--- config.mk ---
export PLATFORM = sky130hd
export DESIGN_NAME = moving_average_seven_segment_readout
export DESIGN_NICKNAME = d
export VERILOG_FILES = /design/src/design/mas_pkg.sv /design/src/design/mas_window.sv /design/src/design/mas_mean.sv /design/src/design/mas_digit_cell.sv /design/src/design/moving_average_seven_segment_readout.sv
export SDC_FILE = /design/constraint.sdc
export NUM_CORES = 1
export LEC_CHECK = 0
export ABC_AREA = 1
export BUFFER_PORTS_ARGS = -buffer_cell sky130_fd_sc_hd__buf_4
export CORE_ASPECT_RATIO = 0.6
export CORE_MARGIN = 2
export CORE_UTILIZATION = 50
export DETAILED_ROUTE_END_ITERATION = 10
export GPL_TIMING_DRIVEN = 0
export MAX_ROUTING_LAYER = met4
export PLACE_DENSITY = 0.66
export SLEW_MARGIN = 20
export SYNTH_ARGS = -nofsm -noshare
export SYNTH_HDL_FRONTEND = slang
export SYNTH_SLANG_ARGS = --single-unit
--- constraint.sdc ---
create_clock -name clk -period 11.5 [get_ports clk]
set_input_delay 0.575 -clock clk [delete_from_list [all_inputs] [get_ports clk]]
set_output_delay 0.575 -clock clk [all_outputs]
set_load 0.02 [all_outputs]
--- src/design/mas_pkg.sv ---
// Shared constants, types and the seven-segment encoder for the moving average readout.
package mas_pkg;

  // readout shape
  localparam int DIGITS        = 4;
  localparam int SEG_BITS      = 8;
  localparam int SEL_BITS      = 2;
  localparam int DP_DIGIT      = 1;
  localparam int OUT_DATA_BITS = 8;

  localparam logic [SEG_BITS-1:0] DP_BIT = 8'h80;

  // v / 10 as (v * 3277) >> 15, exact for v below 16384
  localparam int DIV10_MUL   = 3277;
  localparam int DIV10_SHIFT = 15;

  // decimal digit codes
  localparam logic [3:0] DIG_0 = 4'd0;
  localparam logic [3:0] DIG_1 = 4'd1;
  localparam logic [3:0] DIG_2 = 4'd2;
  localparam logic [3:0] DIG_3 = 4'd3;
  localparam logic [3:0] DIG_4 = 4'd4;
  localparam logic [3:0] DIG_5 = 4'd5;
  localparam logic [3:0] DIG_6 = 4'd6;
  localparam logic [3:0] DIG_7 = 4'd7;
  localparam logic [3:0] DIG_8 = 4'd8;
  localparam logic [3:0] DIG_9 = 4'd9;

  // one segment pattern per digit, digit 0 in the low byte
  typedef logic [DIGITS-1:0][SEG_BITS-1:0] seg_set_t;

  // segment pattern, bit 6..0 = g..a; six lacks the top bar, nine the bottom bar
  function automatic logic [SEG_BITS-1:0] seg_of(input logic [3:0] digit);
    logic [SEG_BITS-1:0] seg;
    unique case (digit)
      DIG_0:   seg = 8'h3F;
      DIG_1:   seg = 8'h06;
      DIG_2:   seg = 8'h5B;
      DIG_3:   seg = 8'h4F;
      DIG_4:   seg = 8'h66;
      DIG_5:   seg = 8'h6D;
      DIG_6:   seg = 8'h7C;
      DIG_7:   seg = 8'h07;
      DIG_8:   seg = 8'h7F;
      DIG_9:   seg = 8'h67;
      default: seg = 8'h00;
    endcase
    return seg;
  endfunction

endpackage

--- src/design/mas_window.sv ---
// Sample shift line of window cells and the running sum over the window.
module mas_window import mas_pkg::*; #(
  parameter int WINDOW_DEPTH = 32,
  parameter int SAMPLE_BITS  = 10,
  localparam int SUM_BITS    = SAMPLE_BITS + $clog2(WINDOW_DEPTH)
) (
  input  logic                   clk,
  input  logic                   rst_n,
  input  logic                   valid_i,
  output logic                   ready_o,
  input  logic [SAMPLE_BITS-1:0] sample_i,
  output logic                   valid_o,
  input  logic                   ready_i,
  output logic [SUM_BITS-1:0]    sum_o
);

  logic [SAMPLE_BITS-1:0] tap_r [WINDOW_DEPTH];
  logic [SUM_BITS-1:0]    sum_r, sum_nxt;
  logic                   v_r;
  logic                   take;

  // sum_r is the output payload; it only moves when the slot frees
  assign ready_o = !v_r || ready_i;
  assign take    = valid_i && ready_o;
  assign valid_o = v_r;
  assign sum_o   = sum_r;

  // oldest sample leaves at the tail cell
  assign sum_nxt = sum_r - SUM_BITS'(tap_r[WINDOW_DEPTH-1]) + SUM_BITS'(sample_i);

  // head cell takes the new sample
  always_ff @(posedge clk) begin
    if (!rst_n) begin
      tap_r[0] <= '0;
    end else if (take) begin
      tap_r[0] <= sample_i;
    end
  end

  // each cell hands its sample to the next one on every item
  for (genvar i = 1; i < WINDOW_DEPTH; i++) begin : g_cell
    always_ff @(posedge clk) begin
      if (!rst_n) begin
        tap_r[i] <= '0;
      end else if (take) begin
        tap_r[i] <= tap_r[i-1];
      end
    end
  end

  // running sum and output valid
  always_ff @(posedge clk) begin
    if (!rst_n) begin
      sum_r <= '0;
      v_r   <= 1'b0;
    end else begin
      if (take) begin
        sum_r <= sum_nxt;
      end
      if (ready_o) begin
        v_r <= valid_i;
      end
    end
  end

endmodule

--- src/design/mas_mean.sv ---
// Three-stage division of the window sum by the window depth (reciprocal multiply + fix-up).
module mas_mean import mas_pkg::*; #(
  parameter int WINDOW_DEPTH = 32,
  parameter int SAMPLE_BITS  = 10,
  localparam int SUM_BITS    = SAMPLE_BITS + $clog2(WINDOW_DEPTH)
) (
  input  logic                   clk,
  input  logic                   rst_n,
  input  logic                   valid_i,
  output logic                   ready_o,
  input  logic [SUM_BITS-1:0]    sum_i,
  output logic                   valid_o,
  input  logic                   ready_i,
  output logic [SAMPLE_BITS-1:0] mean_o
);

  // estimate from floor(2^K / depth) is low by at most one
  localparam int K         = SUM_BITS;
  localparam int PROD_BITS = SUM_BITS + K;
  localparam logic [K-1:0] RECIP = K'((64'd1 << K) / WINDOW_DEPTH);
  localparam logic [SUM_BITS-1:0] DEPTH = SUM_BITS'(WINDOW_DEPTH);

  logic                   v1_r, v2_r, v3_r;
  logic                   rdy1, rdy2, rdy3;
  logic [PROD_BITS-1:0]   prod1_r;
  logic [SUM_BITS-1:0]    sum1_r, sum2_r;
  logic [SAMPLE_BITS-1:0] q2_r, mean3_r;
  logic [SUM_BITS-1:0]    qd2_r;
  logic [SAMPLE_BITS-1:0] q_est;
  logic [SUM_BITS-1:0]    rem;

  assign rdy3    = !v3_r || ready_i;
  assign rdy2    = !v2_r || rdy3;
  assign rdy1    = !v1_r || rdy2;
  assign ready_o = rdy1;
  assign valid_o = v3_r;
  assign mean_o  = mean3_r;

  assign q_est = prod1_r[K +: SAMPLE_BITS];
  assign rem   = sum2_r - qd2_r;

  // stage valids
  always_ff @(posedge clk) begin
    if (!rst_n) begin
      v1_r <= 1'b0;
      v2_r <= 1'b0;
      v3_r <= 1'b0;
    end else begin
      if (rdy1) v1_r <= valid_i;
      if (rdy2) v2_r <= v1_r;
      if (rdy3) v3_r <= v2_r;
    end
  end

  // stage 1: sum times reciprocal
  always_ff @(posedge clk) begin
    if (rdy1 && valid_i) begin
      prod1_r <= PROD_BITS'(sum_i) * PROD_BITS'(RECIP);
      sum1_r  <= sum_i;
    end
  end

  // stage 2: quotient estimate and its back product
  always_ff @(posedge clk) begin
    if (rdy2 && v1_r) begin
      q2_r   <= q_est;
      qd2_r  <= SUM_BITS'(q_est) * DEPTH;
      sum2_r <= sum1_r;
    end
  end

  // stage 3: bump the estimate when the remainder reaches the depth
  always_ff @(posedge clk) begin
    if (rdy3 && v2_r) begin
      mean3_r <= q2_r + SAMPLE_BITS'(rem >= DEPTH);
    end
  end

endmodule

--- src/design/mas_digit_cell.sv ---
// One decimal digit cell: peels off the low digit, encodes it, passes the quotient on.
module mas_digit_cell import mas_pkg::*; #(
  parameter int VAL_BITS    = 10,
  parameter int DIGIT_INDEX = 0
) (
  input  logic                clk,
  input  logic                rst_n,
  input  logic                valid_i,
  output logic                ready_o,
  input  logic [VAL_BITS-1:0] value_i,
  input  seg_set_t            segs_i,
  output logic                valid_o,
  input  logic                ready_i,
  output logic [VAL_BITS-1:0] value_o,
  output seg_set_t            segs_o
);

  localparam int PROD_BITS = VAL_BITS + DIV10_SHIFT;

  logic                v_r;
  logic [VAL_BITS-1:0] value_r;
  seg_set_t            segs_r;
  seg_set_t            segs_nxt;
  logic [PROD_BITS-1:0] prod;
  logic [VAL_BITS-1:0] quot;
  logic [VAL_BITS-1:0] rem;
  logic [SEG_BITS-1:0] seg;

  assign ready_o = !v_r || ready_i;
  assign valid_o = v_r;
  assign value_o = value_r;
  assign segs_o  = segs_r;

  // divide by ten, remainder by shift-add back product
  assign prod = PROD_BITS'(value_i) * PROD_BITS'(DIV10_MUL);
  assign quot = prod[DIV10_SHIFT +: VAL_BITS];
  assign rem  = value_i - ((quot << 3) + (quot << 1));

  // decimal point rides on the tens digit
  always_comb begin
    seg = seg_of(rem[3:0]);
    if (DIGIT_INDEX == DP_DIGIT) begin
      seg = seg | DP_BIT;
    end
  end

  // this cell's pattern goes into its slot of the digit set
  always_comb begin
    segs_nxt              = segs_i;
    segs_nxt[DIGIT_INDEX] = seg;
  end

  always_ff @(posedge clk) begin
    if (!rst_n) begin
      v_r <= 1'b0;
    end else if (ready_o) begin
      v_r <= valid_i;
    end
  end

  always_ff @(posedge clk) begin
    if (ready_o && valid_i) begin
      value_r <= quot;
      segs_r  <= segs_nxt;
    end
  end

endmodule

--- src/design/moving_average_seven_segment_readout.sv ---
// Top level: boxcar moving average of converter samples shown as four seven-segment digits.
//
// Input channel in_*: one sample per item, in in_tdata, taken when in_tvalid and in_tready
// are both high. Bits of in_tdata above SAMPLE_BITS are ignored.
// Output channel out_*: four items per sample, least significant digit first. Each carries
// the segment pattern in out_tdata (bit 7 decimal point, set on digit 1 only) and the digit
// select in out_tuser; out_tlast marks the fourth, most significant digit.
// The mean is the window sum divided by WINDOW_DEPTH, truncated; until the window has seen
// WINDOW_DEPTH samples the missing ones count as zero.
// A sample's first digit appears once its item has passed the window sum, three divider
// stages, four digit cells and the output register.
// The output register sends a sample's four digits one per cycle while out_tready is high and
// loads the next sample as the last digit is taken. Up to eight further samples are taken
// into the pipeline while the output waits.
// Reset (rst_n low, synchronous) clears the window cells, the sum and all valid flags; no
// clearing pass is needed afterwards.
// When out_tready is low the current digit holds; the pipeline fills and then in_tready
// drops, and nothing is lost.
module moving_average_seven_segment_readout import mas_pkg::*; #(
  parameter int WINDOW_DEPTH = 32,
  parameter int SAMPLE_BITS  = 10,
  localparam int IN_DATA_BITS = ((SAMPLE_BITS + 7) / 8) * 8
) (
  input  logic                     clk,
  input  logic                     rst_n,
  input  logic                     in_tvalid,
  output logic                     in_tready,
  input  logic [IN_DATA_BITS-1:0]  in_tdata,   // sample
  output logic                     out_tvalid,
  input  logic                     out_tready,
  output logic [OUT_DATA_BITS-1:0] out_tdata,  // segments
  output logic [SEL_BITS-1:0]      out_tuser,  // digit_select
  output logic                     out_tlast
);

  localparam int SUM_BITS = SAMPLE_BITS + $clog2(WINDOW_DEPTH);
  localparam logic [SUM_BITS-1:0] MAX_SUM =
    SUM_BITS'(WINDOW_DEPTH * ((1 << SAMPLE_BITS) - 1));
  localparam logic [SEL_BITS-1:0] LAST_SEL = SEL_BITS'(DIGITS - 1);

  logic                   win_valid, win_ready;
  logic [SUM_BITS-1:0]    win_sum;
  logic                   mean_valid, mean_ready;
  logic [SAMPLE_BITS-1:0] mean;

  logic                   dc_valid [DIGITS+1];
  logic                   dc_ready [DIGITS+1];
  logic [SAMPLE_BITS-1:0] dc_value [DIGITS+1];
  seg_set_t               dc_segs  [DIGITS+1];

  logic                   ser_v_r;
  logic [SEL_BITS-1:0]    ser_cnt_r;
  seg_set_t               ser_segs_r;
  logic                   out_acc, load;

  mas_window #(
    .WINDOW_DEPTH(WINDOW_DEPTH),
    .SAMPLE_BITS (SAMPLE_BITS)
  ) u_window (
    .clk     (clk),
    .rst_n   (rst_n),
    .valid_i (in_tvalid),
    .ready_o (in_tready),
    .sample_i(in_tdata[SAMPLE_BITS-1:0]),
    .valid_o (win_valid),
    .ready_i (win_ready),
    .sum_o   (win_sum)
  );

  mas_mean #(
    .WINDOW_DEPTH(WINDOW_DEPTH),
    .SAMPLE_BITS (SAMPLE_BITS)
  ) u_mean (
    .clk    (clk),
    .rst_n  (rst_n),
    .valid_i(win_valid),
    .ready_o(win_ready),
    .sum_i  (win_sum),
    .valid_o(mean_valid),
    .ready_i(mean_ready),
    .mean_o (mean)
  );

  // chain of digit cells, least significant first
  assign dc_valid[0] = mean_valid;
  assign mean_ready  = dc_ready[0];
  assign dc_value[0] = mean;
  assign dc_segs[0]  = '0;

  for (genvar k = 0; k < DIGITS; k++) begin : g_digit
    mas_digit_cell #(
      .VAL_BITS   (SAMPLE_BITS),
      .DIGIT_INDEX(k)
    ) u_cell (
      .clk    (clk),
      .rst_n  (rst_n),
      .valid_i(dc_valid[k]),
      .ready_o(dc_ready[k]),
      .value_i(dc_value[k]),
      .segs_i (dc_segs[k]),
      .valid_o(dc_valid[k+1]),
      .ready_i(dc_ready[k+1]),
      .value_o(dc_value[k+1]),
      .segs_o (dc_segs[k+1])
    );
  end

  // output register: sends the four digits one per item
  assign out_acc          = out_tvalid && out_tready;
  assign dc_ready[DIGITS] = !ser_v_r || (out_tready && ser_cnt_r == LAST_SEL);
  assign load             = dc_valid[DIGITS] && dc_ready[DIGITS];

  always_ff @(posedge clk) begin
    if (!rst_n) begin
      ser_v_r   <= 1'b0;
      ser_cnt_r <= '0;
    end else begin
      if (out_acc) begin
        ser_cnt_r <= (ser_cnt_r == LAST_SEL) ? '0 : ser_cnt_r + 1'b1;
      end
      if (load) begin
        ser_v_r <= 1'b1;
      end else if (out_acc && ser_cnt_r == LAST_SEL) begin
        ser_v_r <= 1'b0;
      end
    end
  end

  always_ff @(posedge clk) begin
    if (load) begin
      ser_segs_r <= dc_segs[DIGITS];
    end
  end

  assign out_tvalid = ser_v_r;
  assign out_tdata  = ser_segs_r[ser_cnt_r];
  assign out_tuser  = ser_cnt_r;
  assign out_tlast  = (ser_cnt_r == LAST_SEL);

  // a sample's digits go out without a gap in validity
  a_digits_continue: assert property (@(posedge clk) disable iff (!rst_n)
    out_acc && !out_tlast |=> out_tvalid)
    else $error("digit run broken before the last digit");

  // digit select steps by one within a run
  a_select_steps: assert property (@(posedge clk) disable iff (!rst_n)
    out_acc && !out_tlast |=> ser_cnt_r == $past(ser_cnt_r) + 1'b1)
    else $error("digit select did not advance");

  // decimal point only on the tens digit
  a_dp_place: assert property (@(posedge clk) disable iff (!rst_n)
    out_tvalid |-> (out_tdata[SEG_BITS-1] == (ser_cnt_r == SEL_BITS'(DP_DIGIT))))
    else $error("decimal point on wrong digit");

  // window sum never exceeds a full window of maximum samples
  a_sum_bound: assert property (@(posedge clk) disable iff (!rst_n)
    win_sum <= MAX_SUM)
    else $error("running sum out of range");

endmodule
## Word level (Yosys, flattened, before mapping)

Memory sizes are Yosys's and may differ from the RTL's. A register that Yosys moved wholly into a read port is not among the register bits.
Index checks and enable logic that the tools add are counted.

| operators by class | value |
|---|---|
| $add $sub $neg | 13 |
| bitwise gates (word level) | 32 |
| reduce and logical (&&, ||, !) cells | 31 |
| equality and inequality tests | 1 |
| magnitude comparators | 2 |
| multipliers | 3 |
| mux-type cells | 41 |

Operator list:

| operator | number |
|---|---|
| 10-bit 2-to-1 mux | 32 |
| 1-bit OR | 32 |
| 10-bit by 12-bit multiplier with 22-bit output (second input constant) | 1 |
| 7-bit by 12-bit multiplier with 19-bit output (second input constant) | 1 |
| 8-bit binary-select mux with 2-bit select | 1 |
| 4-bit by 12-bit multiplier with 16-bit output (second input constant) | 1 |
| 15-bit by 10-bit adder with 15-bit output | 1 |
| 15-bit by 6-bit greater-or-equal comparator with 1-bit output (second input constant) | 1 |
| 15-bit by 10-bit subtractor with 15-bit output | 1 |
| 15-bit subtractor | 1 |
| 1-bit logical AND | 12 |
| 4-bit subtractor | 3 |
| 10-bit by 1-bit adder with 10-bit output | 1 |
| 1-bit logical NOT | 9 |
| 1-bit logical OR | 9 |
| 4-bit adder | 2 |
| 8-bit 2-to-1 mux | 1 |
| 1-bit 2-to-1 mux | 6 |
| 4-bit by 2-bit adder with 4-bit output | 1 |
| 4-bit adder (both inputs constant) | 1 |
| 1-bit by 4-bit subtractor with 4-bit output | 1 |
| 2-bit by 3-bit < comparator with 1-bit output (second input constant) | 1 |
| 2-bit by 1-bit adder with 2-bit output (second input constant) | 1 |
| 2-bit == test (second input constant) | 1 |
| 2 further kinds | 2 |

| word-level totals | value |
|---|---|
| logic and storage cells | 159 |
| ROM bits | 448 |
| input port bits | 20 |
| bits in registers | 189 |
| output and inout bits | 13 |
| RAM bits | 320 |
| memories | 5 |

Memory list:

| memory | depth | bits a word | rd ports | clocked after memory_dff | wr ports | line | RTL |
|---|---|---|---|---|---|---|---|
| u_window.tap_r | 32 | 10 | 32 | 0 | 32 | mas_window.sv:17 | `logic [SAMPLE_BITS-1:0] tap_r [WINDOW_DEPTH];` |
| (no name shown) | 16 | 7 | 1 | 1 | 0 | mas_pkg.sv:35 | `unique case (digit)` |
| (no name shown) | 16 | 7 | 1 | 1 | 0 | mas_pkg.sv:35 |  |
| (no name shown) | 16 | 7 | 1 | 1 | 0 | mas_pkg.sv:35 |  |
| (no name shown) | 16 | 7 | 1 | 1 | 0 | mas_pkg.sv:35 |  |

## Depth between registers and ports, before layout

Gate-level depths: netlist of run 1.

| depth | value |
|---|---|
| word-level depth | 16 |
| mapped depth | 27 |
| gate-level depth less buffers | 27 |

## Hierarchy

From an unflattened synthesis of run 1, not the netlist that was laid out.

| unflattened totals | value |
|---|---|
| cells, all modules | 2858 |
| area, all modules | 30839.6 um^2 |

By module, submodules not included:

| module | instances | cells an instance | area an instance (um^2) | sequential area each (um^2) |
|---|---|---|---|---|
| mas_window | 1 | 1266 | 13885.8 | 9929.5 |
| mas_digit_cell at g_digit[1].u_cell | 1 | 351 | 3726.1 | 1161.1 |
| mas_digit_cell at g_digit[2].u_cell | 1 | 360 | 3607.2 | 1161.1 |
| mas_digit_cell at g_digit[3].u_cell | 1 | 351 | 3580.9 | 1161.1 |
| mas_digit_cell at g_digit[0].u_cell | 1 | 350 | 3553.4 | 1161.1 |
| moving_average_seven_segment_readout | 1 | 131 | 1446.4 | 1021.0 |
| mas_mean | 1 | 49 | 1039.7 | 960.9 |

## Worst setup path after synthesis of run 1

OpenSTA, ideal clock, no wires.

| timing | value |
|---|---|
| path kind | register -> register |
| start point | reg ser_cnt_r[0] (netlist: out_tuser[0]) |
| end point | mem u_window.tap_r[0][0] (enable) |
| setup slack | 5500 ps |
| required time | 10956 ps |
| arrival time | 5455 ps |
| library setup time | 544 ps |
| stages on the path, launching flop included | 13 |
| path buffers | 1 |
| period minus slack after synthesis | 6000 ps |
| cells stage by stage | dfxtp_1 -> ha_1 -> a21boi_2 -> nand2_2 -> nor2_4 -> nand2_1 -> nor2_2 -> nand2_2 -> nor2_4 -> nand3_4 -> nand2_2 -> nand2_1 -> buf_2 |

RTL lines:

| what | line | RTL |
|---|---|---|
| start: declaration | moving_average_seven_segment_readout.sv:52 | `logic [SEL_BITS-1:0] ser_cnt_r;` |
| start signal: assignment | moving_average_seven_segment_readout.sv:119 | `ser_cnt_r <= (ser_cnt_r == LAST_SEL) ? '0 : ser_cnt_r + 1'b1;` |
| end: declaration | mas_window.sv:17 |  |

## Final worst setup path of run 1

| timing | value |
|---|---|
| start point | reg u_mean.mean3_r[1] (netlist: u_mean.mean_o[1]) |
| end point | reg g_digit[0].u_cell.segs_r (netlist bit g_digit[0].u_cell.segs_o[0]) (data pin) |

| between the ends | value |
|---|---|
| cells in the longest elaborated chain, start to end | 3 |

Ends and longest elaborated chain:

| what | line | RTL |
|---|---|---|
| start: declaration | mas_mean.sv:27 | `logic [SAMPLE_BITS-1:0] q2_r, mean3_r;` |
| start signal: assignment | mas_mean.sv:75 | `mean3_r <= q2_r + SAMPLE_BITS'(rem >= DEPTH);` |
| 10-bit by 12-bit multiplier with 22-bit output | mas_digit_cell.sv:35 | `assign prod = PROD_BITS'(value_i) * PROD_BITS'(DIV10_MUL);` |
| net g_digit[0].u_cell.prod[16] | mas_digit_cell.sv:24 | `logic [PROD_BITS-1:0] prod;` |
| 4-bit adder | mas_digit_cell.sv:37 | `assign rem = value_i - ((quot << 3) + (quot << 1));` |
| 4-bit subtractor | mas_digit_cell.sv:37 |  |
| end: declaration | mas_digit_cell.sv:22 | `seg_set_t segs_r;` |

The timed path passes the listed nets, and every way through them passes these cells.
A chain may end at the register's enable or synchronous reset.

==> impl_metrics.sql, run 1 <==
INSERT INTO impl_metrics (metric_group, metric, value, unit) VALUES
('pwr', 'power_report.internal_total', '3216', 'uW'),
('sta', 'hold_viol_final', '0', ''),
('yosys', 'seq_cells_post_synth', '474', ''),
('sta', 'min_period_over_period', '49.23', '%'),
('clock_tree', 'cts_resized', '0', ''),
('yosys', 'synth_enable_flop_cells', '448', ''),
('yosys', 'syn_nets', '2215', ''),
('clock_tree', 'tritoncts', 'yes', ''),
('yosys', 'synth_largest_area_cell', 'edfxtp_1', ''),
('drt', 'totalWireLength', '36320', 'um'),
('setup_path', 'crit_required', '11.92', 'ns'),
('placement', 'buffer_ports.inserted', '26', ''),
('cells_and_area', 'nNetsFinal', '2291', ''),
('setup_path', 'slowest_delay', '0.55', 'ns'),
('setup_path', 'startpoint_type', 'flop', ''),
('pwr', 'sw_frac_of_total', '25.82', '%'),
('outcome', 'outcome', 'finished clean', ''),
('pwr', 'power.net_switching', '1120', 'uW'),
('clock_tree', 'numCtsBuffers', '44', ''),
('clock_tree', 'cts_root_buf', 'clkbuf_16', ''),
('setup_path', 'crit_path_top_delay_cell', 'edfxtp_1', ''),
('global_routing', 'use_met1', '26.62', '%'),
('pwr', 'leakagePower', '0.01088', 'uW'),
('placement', 'placed_area', '23500', 'um2'),
('floorplanning', 'initial_core_util', '50.42', '%'),
('setup_path', 'cpLargestDelayFamily', 'adder cells', ''),
('cells_and_area', 'final_area', '25090', 'um2'),
('cells_and_area', 'area_delta_synth_final', '11.76', '%'),
('clock_tree', 'ctsHoldBuffers', '0', ''),
('drt', 'drt-wirelength-per-cell', '13.48', 'um'),
('placement', 'placedCellCount', '2611', ''),
('sta', 'whs', '0.3482', 'ns'),
('setup_path', 'critical_path_buffer_and_inverter_count', '4', ''),
('sta', 'worst_pin_slew', '0.9160', 'ns'),
('drt', 'final_antenna_net_count', '0', ''),
('yosys', 'netlist.area_leader.share', '59.93', '%'),
('sta', 'timing.slew.headroom', '38.94', '%'),
('yosys', 'postSynthAreaPerCell', '11.27', 'um2'),
('drt', 'drcViolationCount', '0', ''),
('floorplanning', 'core.rowCount', '60', ''),
('yosys', 'synth_top_flop_cell', 'edfxtp_1', ''),
('clock_tree', 'clock_sink_count', '474', ''),
('sta', 'timing.clock.skew', '0.01704', 'ns'),
('pwr', 'peakVddDrop', '0.09624', 'mV'),
('sta', 'setup-violations-final', '0', ''),
('floorplanning', 'die_w', '277.5', 'um'),
('yosys', 'synthesis.instances', '1992', ''),
('global_routing', 'grt_pass1_wl', '61510', 'um'),
('placement', 'gp_congestion', '0.8813', ''),
('floorplanning', 'die_height', '168.1', 'um'),
('global_routing', 'global_route.overflow_total', '0', ''),
('clock_tree', 'clkSlewWorstSetupHoldPaths', '0.06', 'ns'),
('floorplanning', 'core_area', '44520', 'um2'),
('min_path', 'hold_path_class', 'primary input to flop', ''),
('yosys', 'syn-cell-area', '22450', 'um2'),
('sta', 'timing_max_transition_violations_final', '0', ''),
('global_routing', 'top_usage_layer', 'met1', ''),
('clock_tree', 'clock_latency', '0.55', 'ns'),
('pwr', 'power.sequential.fraction', '47.3', '%'),
('cells_and_area', 'final-instance-count-excl-fill', '2695', ''),
('yosys', 'synth-warning-count', '0', ''),
('clock_tree', 'cts.repair_timing.setup_buffer_count', '0', ''),
('global_routing', 'first_global_vias', '12360', ''),
('yosys', 'synth.yosys.seq_area_share', '62.25', '%'),
('pwr', 'power.density_cell_area', '172.9', 'nW/um2'),
('yosys', 'postSynth.asyncResetShare', '0', '%'),
('setup_path', 'element_type_at_the_critical_path_end', 'flop', ''),
('floorplanning', 'design.die.area', '46660', 'um2'),
('placement', 'place.detailed.hpwl', '25830', 'um'),
('pwr', 'clock_power_share', '36.1', '%'),
('sta', 'tns', '0', 'ns');
## placed cells by master, fill, tap and decap left out, types with 44 or more instances in the layout
| master | n |
|---|---|
| nand2_1 | 180 |
| inv_1 | 489 |
| buf_4 | 58 |
| clkbuf_16 | 47 |
| ha_1 | 159 |
| edfxtp_1 | 448 |
| fa_1 | 44 |
| a21oi_1 | 62 |
| nand3_1 | 51 |
| nor2_1 | 356 |
## worst reg2reg max path, stage by stage (launching register included)
cell	delay [ns]
edfxtp_1	0.55
ha_1	0.45
ha_1	0.31
inv_1	0.07
fa_1	0.54
inv_1	0.09
fa_1	0.48
ha_1	0.31
ha_1	0.30
nand2_1	0.07
nor3_1	0.21
nand2_1	0.09
nand2_1	0.08
a21oi_1	0.10
o21ai_0	0.16
a21oi_1	0.09
xor2_1	0.18
ha_1	0.32
inv_1	0.05
or2_2	0.26
nand2_1	0.13
inv_1	0.12
or2_2	0.30
o21ai_0	0.08
nand3_1	0.10
nand2_1	0.08
## worst paths after layout
path	start	endpoint	slack, ns	cells past startpoint
worst max register to register	u_mean.mean_o[1]$_DFFE_PP_	g_digit[0].u_cell.segs_o[0]$_DFFE_PP_	5.84	25
worst min-delay path	in_tvalid	u_window.sum_o[13]$_SDFFE_PN0P_	0.35	3
worst min register to register	g_digit[0].u_cell.segs_o[0]$_DFFE_PP_	g_digit[1].u_cell.segs_o[0]$_DFFE_PP_	0.41	0
worst max-delay path	u_mean.mean_o[1]$_DFFE_PP_	g_digit[0].u_cell.segs_o[0]$_DFFE_PP_	5.84	25
## logic make-up (layout without fill, tap and decap cells)
logic type | after synthesis | after routing | share of synthesized area (%)
xor gates and xnor gates | 29 | 29 | 1.132
and+or+nand+nor | 630 | 630 | 11.33
adders and majority gates | 203 | 203 | 12.79
other | 0 | 2 | 0
AOI/OAI and AO/OA | 126 | 126 | 3.077
DFF | 474 | 474 | 62.25
buffers and inverters | 530 | 642 | 9.426
## registers in the layout, indices dropped and copies added, names as in the netlist
register / flops
u_window.tap_r: 320
g_digit.u_cell.segs_o: 64
ser_segs_r: 22
u_window.sum_o: 15
g_digit.u_cell.value_o: 12
u_mean.mean_o: 10
u_mean.q2_r: 10
u_mean.sum1_r: 10
g_digit.u_cell.valid_o: 4
out_tuser: 2
out_tvalid: 1
u_mean.v1_r: 1
u_mean.v2_r: 1
u_mean.valid_o: 1
u_window.valid_o: 1
## power groups by stage
stage               clock network (uW)  registers, uW  logic (uW)
floorplan                            0           2080         557
global placement                     0           2090         687
detailed placement                   0           2080         708
global route                      1680           2060         831
CTS                               1600           2050         717
finish                            1570           2050         720
## synthesized netlist by cell type, drive strengths merged, types with 3 or more instances
cell type and count:
inv 489, edfxtp 448, nor2 361, nand2 183, ha 159, a21oi 64
nand3 53, fa 44, o21ai 40, buf 37, dfxtp 26, xor2 21
nor3 11, or2 11, xnor2 8, nand4 7, o21bai 5, a21o 4
a22oi 4, and2 4, clkbuf 4, o31ai 3
## through the flow
stage | total power [uW] | utilization, % | worst slack [ns]
detailed placement | 2793 | 52.78 | 5.884
global placement | 2781 | 52.52 | 4.193
global route | 4565 | 56.35 | 5.461
finish | 4336 | 56.35 | 5.839
floorplan | 2634 | - | 5.500
CTS | 4369 | 56.33 | 5.882
## final cells by class
class / count / area, um2
Antenna cell: 2 / 5.005
Buffer: 41 / 290.3
Clock buffer: 56 / 1230
Clock inverter: 26 / 351.6
Fill cell: 3657 / 19430
Inverter: 489 / 1836
Multi-Input combinational cell: 988 / 6370
Sequential cell: 474 / 13970
Tap cell: 589 / 737.0
Timing Repair Buffer: 30 / 292.8
## routing by layer
layer | part of all wire, % | wire, um
met4 | 1.4 | 514
met5 | 0 | 0
met2 | 39 | 14220
met3 | 5.1 | 1847
met1 | 54 | 19750
Note: power is estimated with default switching activity, not from simulation.
==> run 2: changes to the inputs <==
- PLACE_DENSITY: 0.66 -> 0.68
- clock period: 11.5 -> 5 ns (I/O delays scaled with it)
==> run 2 against run 1 <==
The run now ends with negative setup slack left. Critical path depth decreased by 3. Global-route usage up 0.53 points. Fmax increased by 11%. Combinational power rose to 2.8 times the previous value. First-iteration DRC count is 12% lower. Hold slack worse by 0.30 ns. Sequential share of layout area down 1.4 points. Flip-flop and latch count did not move. Utilization increased by 1.4 points. Die area stayed put.
==> impl_metrics.sql, run 2 (same netlist as run 1, synthesis figures left out) <==
INSERT INTO impl_metrics (metric_group, metric, value, unit) VALUES
('setup_path', 'crit_required', '5.30', 'ns'),
('global_routing', 'first_global_vias', '12610', ''),
('clock_tree', 'clock_sink_count', '474', ''),
('drt', 'via_per_inst', '4.770', ''),
('floorplanning', 'core_area', '44520', 'um2'),
('drt', 'first_pass_iters', '5', ''),
('setup_path', 'cp.arrival', '5.42', 'ns'),
('floorplanning', 'design.die.area', '46660', 'um2'),
('clock_tree', 'tritoncts', 'yes', ''),
('floorplanning', 'core.rowCount', '60', ''),
('clock_tree', 'numCtsBuffers', '43', ''),
('floorplanning', 'die_w', '277.5', 'um'),
('sta', 'fmax', '195.4', 'MHz'),
('drt', 'totalWireLength', '38040', 'um'),
('cells_and_area', 'antenna-diode-count', '0', ''),
('drt', 'final_antenna_net_count', '0', ''),
('cells_and_area', 'area_delta_synth_final', '14.60', '%'),
('setup_path', 'startpoint_type', 'flop', ''),
('sta', 'hold_viol_final', '0', ''),
('setup_path', 'element_type_at_the_critical_path_end', 'flop', ''),
('drt', 'num_vias', '13020', ''),
('clock_tree', 'clock_latency', '0.54', 'ns'),
('setup_path', 'rrSetupSlack', '-0.12', 'ns'),
('cells_and_area', 'mostFrequentLayoutCells', 'inv_1, edfxtp_1, nor2_1', ''),
('sta', 'timing.clock.skew', '0.01511', 'ns'),
('run', 'maxCapViolations', '0', ''),
('drt', 'drt-wirelength-per-cell', '13.94', 'um'),
('cells_and_area', 'layout.cells.most_common', 'inv_1', ''),
('global_routing', 'grt_max_degree', '113', ''),
('sta', 'period_needed', '5.117', 'ns'),
('pwr', 'peakVddDrop', '0.2038', 'mV'),
('cells_and_area', 'final-instance-count-excl-fill', '2729', ''),
('outcome', 'violations_in_the_final_reports', 'negative setup slack', ''),
('placement', 'placedCellCount', '2612', ''),
('global_routing', 'grt_pass1_wl', '63470', 'um'),
('cells_and_area', 'final_area', '25720', 'um2'),
('cells_and_area', 'layout-drive-gt1-share', '12.48', '%'),
('setup_path', 'crit_path_end', 'g_digit[0].u_cell.segs_o[1]$_DFFE_PP_', ''),
('sta', 'timing.slew.headroom', '40.15', '%'),
('pwr', 'total_power', '9966', 'uW'),
('clock_tree', 'cts-htree-levels', '2', ''),
('sta', 'min_period_over_period', '102.3', '%'),
('setup_path', 'worstSetupStartpoint', 'u_mean.mean_o[4]$_DFFE_PP_', ''),
('pwr', 'power.density_cell_area', '387.4', 'nW/um2'),
('setup_path', 'worstReg2RegStart', 'u_mean.mean_o[4]$_DFFE_PP_', ''),
('sta', 'whs', '0.04414', 'ns'),
('cells_and_area', 'largest_reg_flops', '320', ''),
('clock_tree', 'clock_path_buffers', '3', ''),
('drt', 'drt_iter0_markers', '869', ''),
('setup_path', 'critical_path_peak_fanout', '7', ''),
('sta', 'grt_setup_unrepaired', 'yes', ''),
('outcome', 'outcome', 'complete, but fails checks', ''),
('global_routing', 'global_route.overflow_total', '0', ''),
('setup_path', 'r2r_cells', '22', ''),
('clock_tree', 'cts_root_buf', 'clkbuf_16', ''),
('cells_and_area', 'num-fill-cells', '3598', ''),
('drt', 'drcViolationCount', '0', ''),
('sta', 'timing_max_transition_violations_final', '0', ''),
('global_routing', 'track_usage', '17.26', '%'),
('pwr', 'leakagePower', '0.01106', 'uW'),
('min_path', 'hold_path_class', 'primary input to flop', ''),
('floorplanning', 'die_height', '168.1', 'um'),
('cells_and_area', 'register_area', '13970', 'um2'),
('placement', 'buffer_ports.inserted', '26', ''),
('global_routing', 'antenna_found_initial', '0', ''),
('placement', 'gp_congestion', '0.8671', ''),
('cells_and_area', 'nNetsFinal', '2334', ''),
('sta', 'setup-violations-final', '7', ''),
('clock_tree', 'clkSlewWorstSetupHoldPaths', '0.07', 'ns'),
('sta', 'worst_pin_slew', '0.8968', 'ns'),
('setup_path', 'r2r_end', 'g_digit[0].u_cell.segs_o[1]$_DFFE_PP_', ''),
('floorplanning', 'initial_core_util', '50.42', '%'),
('cells_and_area', 'multi_input_logic_area', '6844', 'um2'),
('floorplanning', 'pin_count', '33', ''),
('sta', 'worst_slack', '-0.1173', 'ns'),
('placement', 'place.detailed.hpwl', '25900', 'um'),
('placement', 'pre_cts_ws', '-0.6037', 'ns'),
('setup_path', 'path_class', 'flop to flop', ''),
('placement', 'placed_area', '23560', 'um2'),
('cells_and_area', 'largest_register', 'u_window.tap_r', '');
## run 2: changes by cell type in the layout (fill, tap and decap cells not counted), sizes merged
| cell | previous run | this run |
|---|---|---|
| dlygate4sd3 | 0 | 2 |
| clkinvlp | 2 | 3 |
| inv | 489 | 490 |
| clkinv | 16 | 11 |
| clkbuf | 60 | 59 |
| buf | 67 | 109 |
| bufinv | 8 | 4 |
| diode | 2 | 0 |
## run 2: worst min path at each step
stage,slack (ns),startpoint,to,cells after the start
2_1_floorplan,0.39,rst_n,out_tuser[0]$_SDFFE_PN0P_,2
3_3_place_gp,0.40,g_digit[0].u_cell.segs_o[0]$_DFFE_PP_,g_digit[1].u_cell.segs_o[0]$_DFFE_PP_,0
3_5_place_dp,0.40,g_digit[1].u_cell.segs_o[14]$_DFFE_PP_,g_digit[2].u_cell.segs_o[14]$_DFFE_PP_,0
4_1_cts,0.008,out_tready,out_tvalid$_SDFFE_PN0P_,4
5_1_grt,0.05,out_tready,out_tvalid$_SDFFE_PN0P_,4
6_report,0.04,out_tready,out_tvalid$_SDFFE_PN0P_,4
## run 2: power by group
part / internal, uW / switching, uW
Combinational: 791 / 1210
Sequential: 4620 / 85.1
Clock: 1870 / 1400
Total: 7280 / 2690
## run 2: area by class of cell
class                   count  area share (%)
clock buffers              55           4.562
well taps                 589           2.865
clock inverters            19          0.8074
flip-flops and latches    474           54.32
multi-input cells         988           26.61
repair buffers             74           2.549
inverters                 489           7.160
plain buffers              41           1.128
## run 2: routing by layer
metal | routed length, um | track usage, % | vias up
met4 | 554 | 3.431 | 0
li1 | - | - | 6572
met3 | 1828 | 3.136 | 43
met1 | 20350 | 26.79 | 6175
met5 | 0 | - | -
met2 | 15300 | 23.71 | 228
## run 2: timing repair
action | 4_1_cts | 5_1_grt
setup buffers | 31 | 11
hold buffers | 2 | 0
gates resized for setup | 56 | 42
endpoints found under the setup margin | 14 | 14
pin swaps | 37 | 30
endpoints found under the hold margin | 3 | 0
## run 2: stage by stage
stage,util (%),TNS [ns]
global route,57.78,-2.322
global placement,52.66,-4.137
CTS,57.15,-0.5274
floorplan,-,0
detailed placement,52.93,-4.726
finish,57.78,-0.7106
## run 2: critical path, cell delays in order, from the launching register on
cell and delay, ns:
edfxtp_1 0.46, ha_4 0.31, inv_2 0.04, fa_1 0.55, inv_2 0.06, fa_1 0.45
fa_1 0.50, inv_1 0.05, fa_1 0.51, inv_2 0.05, ha_4 0.24, a21oi_4 0.15
o21ai_2 0.07, a21oi_2 0.17, xor2_2 0.27, ha_4 0.26, nand2_4 0.06, nand4_1 0.19
nand2_1 0.13, nand2_2 0.08, buf_6 0.14, nand3_2 0.07, nand2_1 0.06
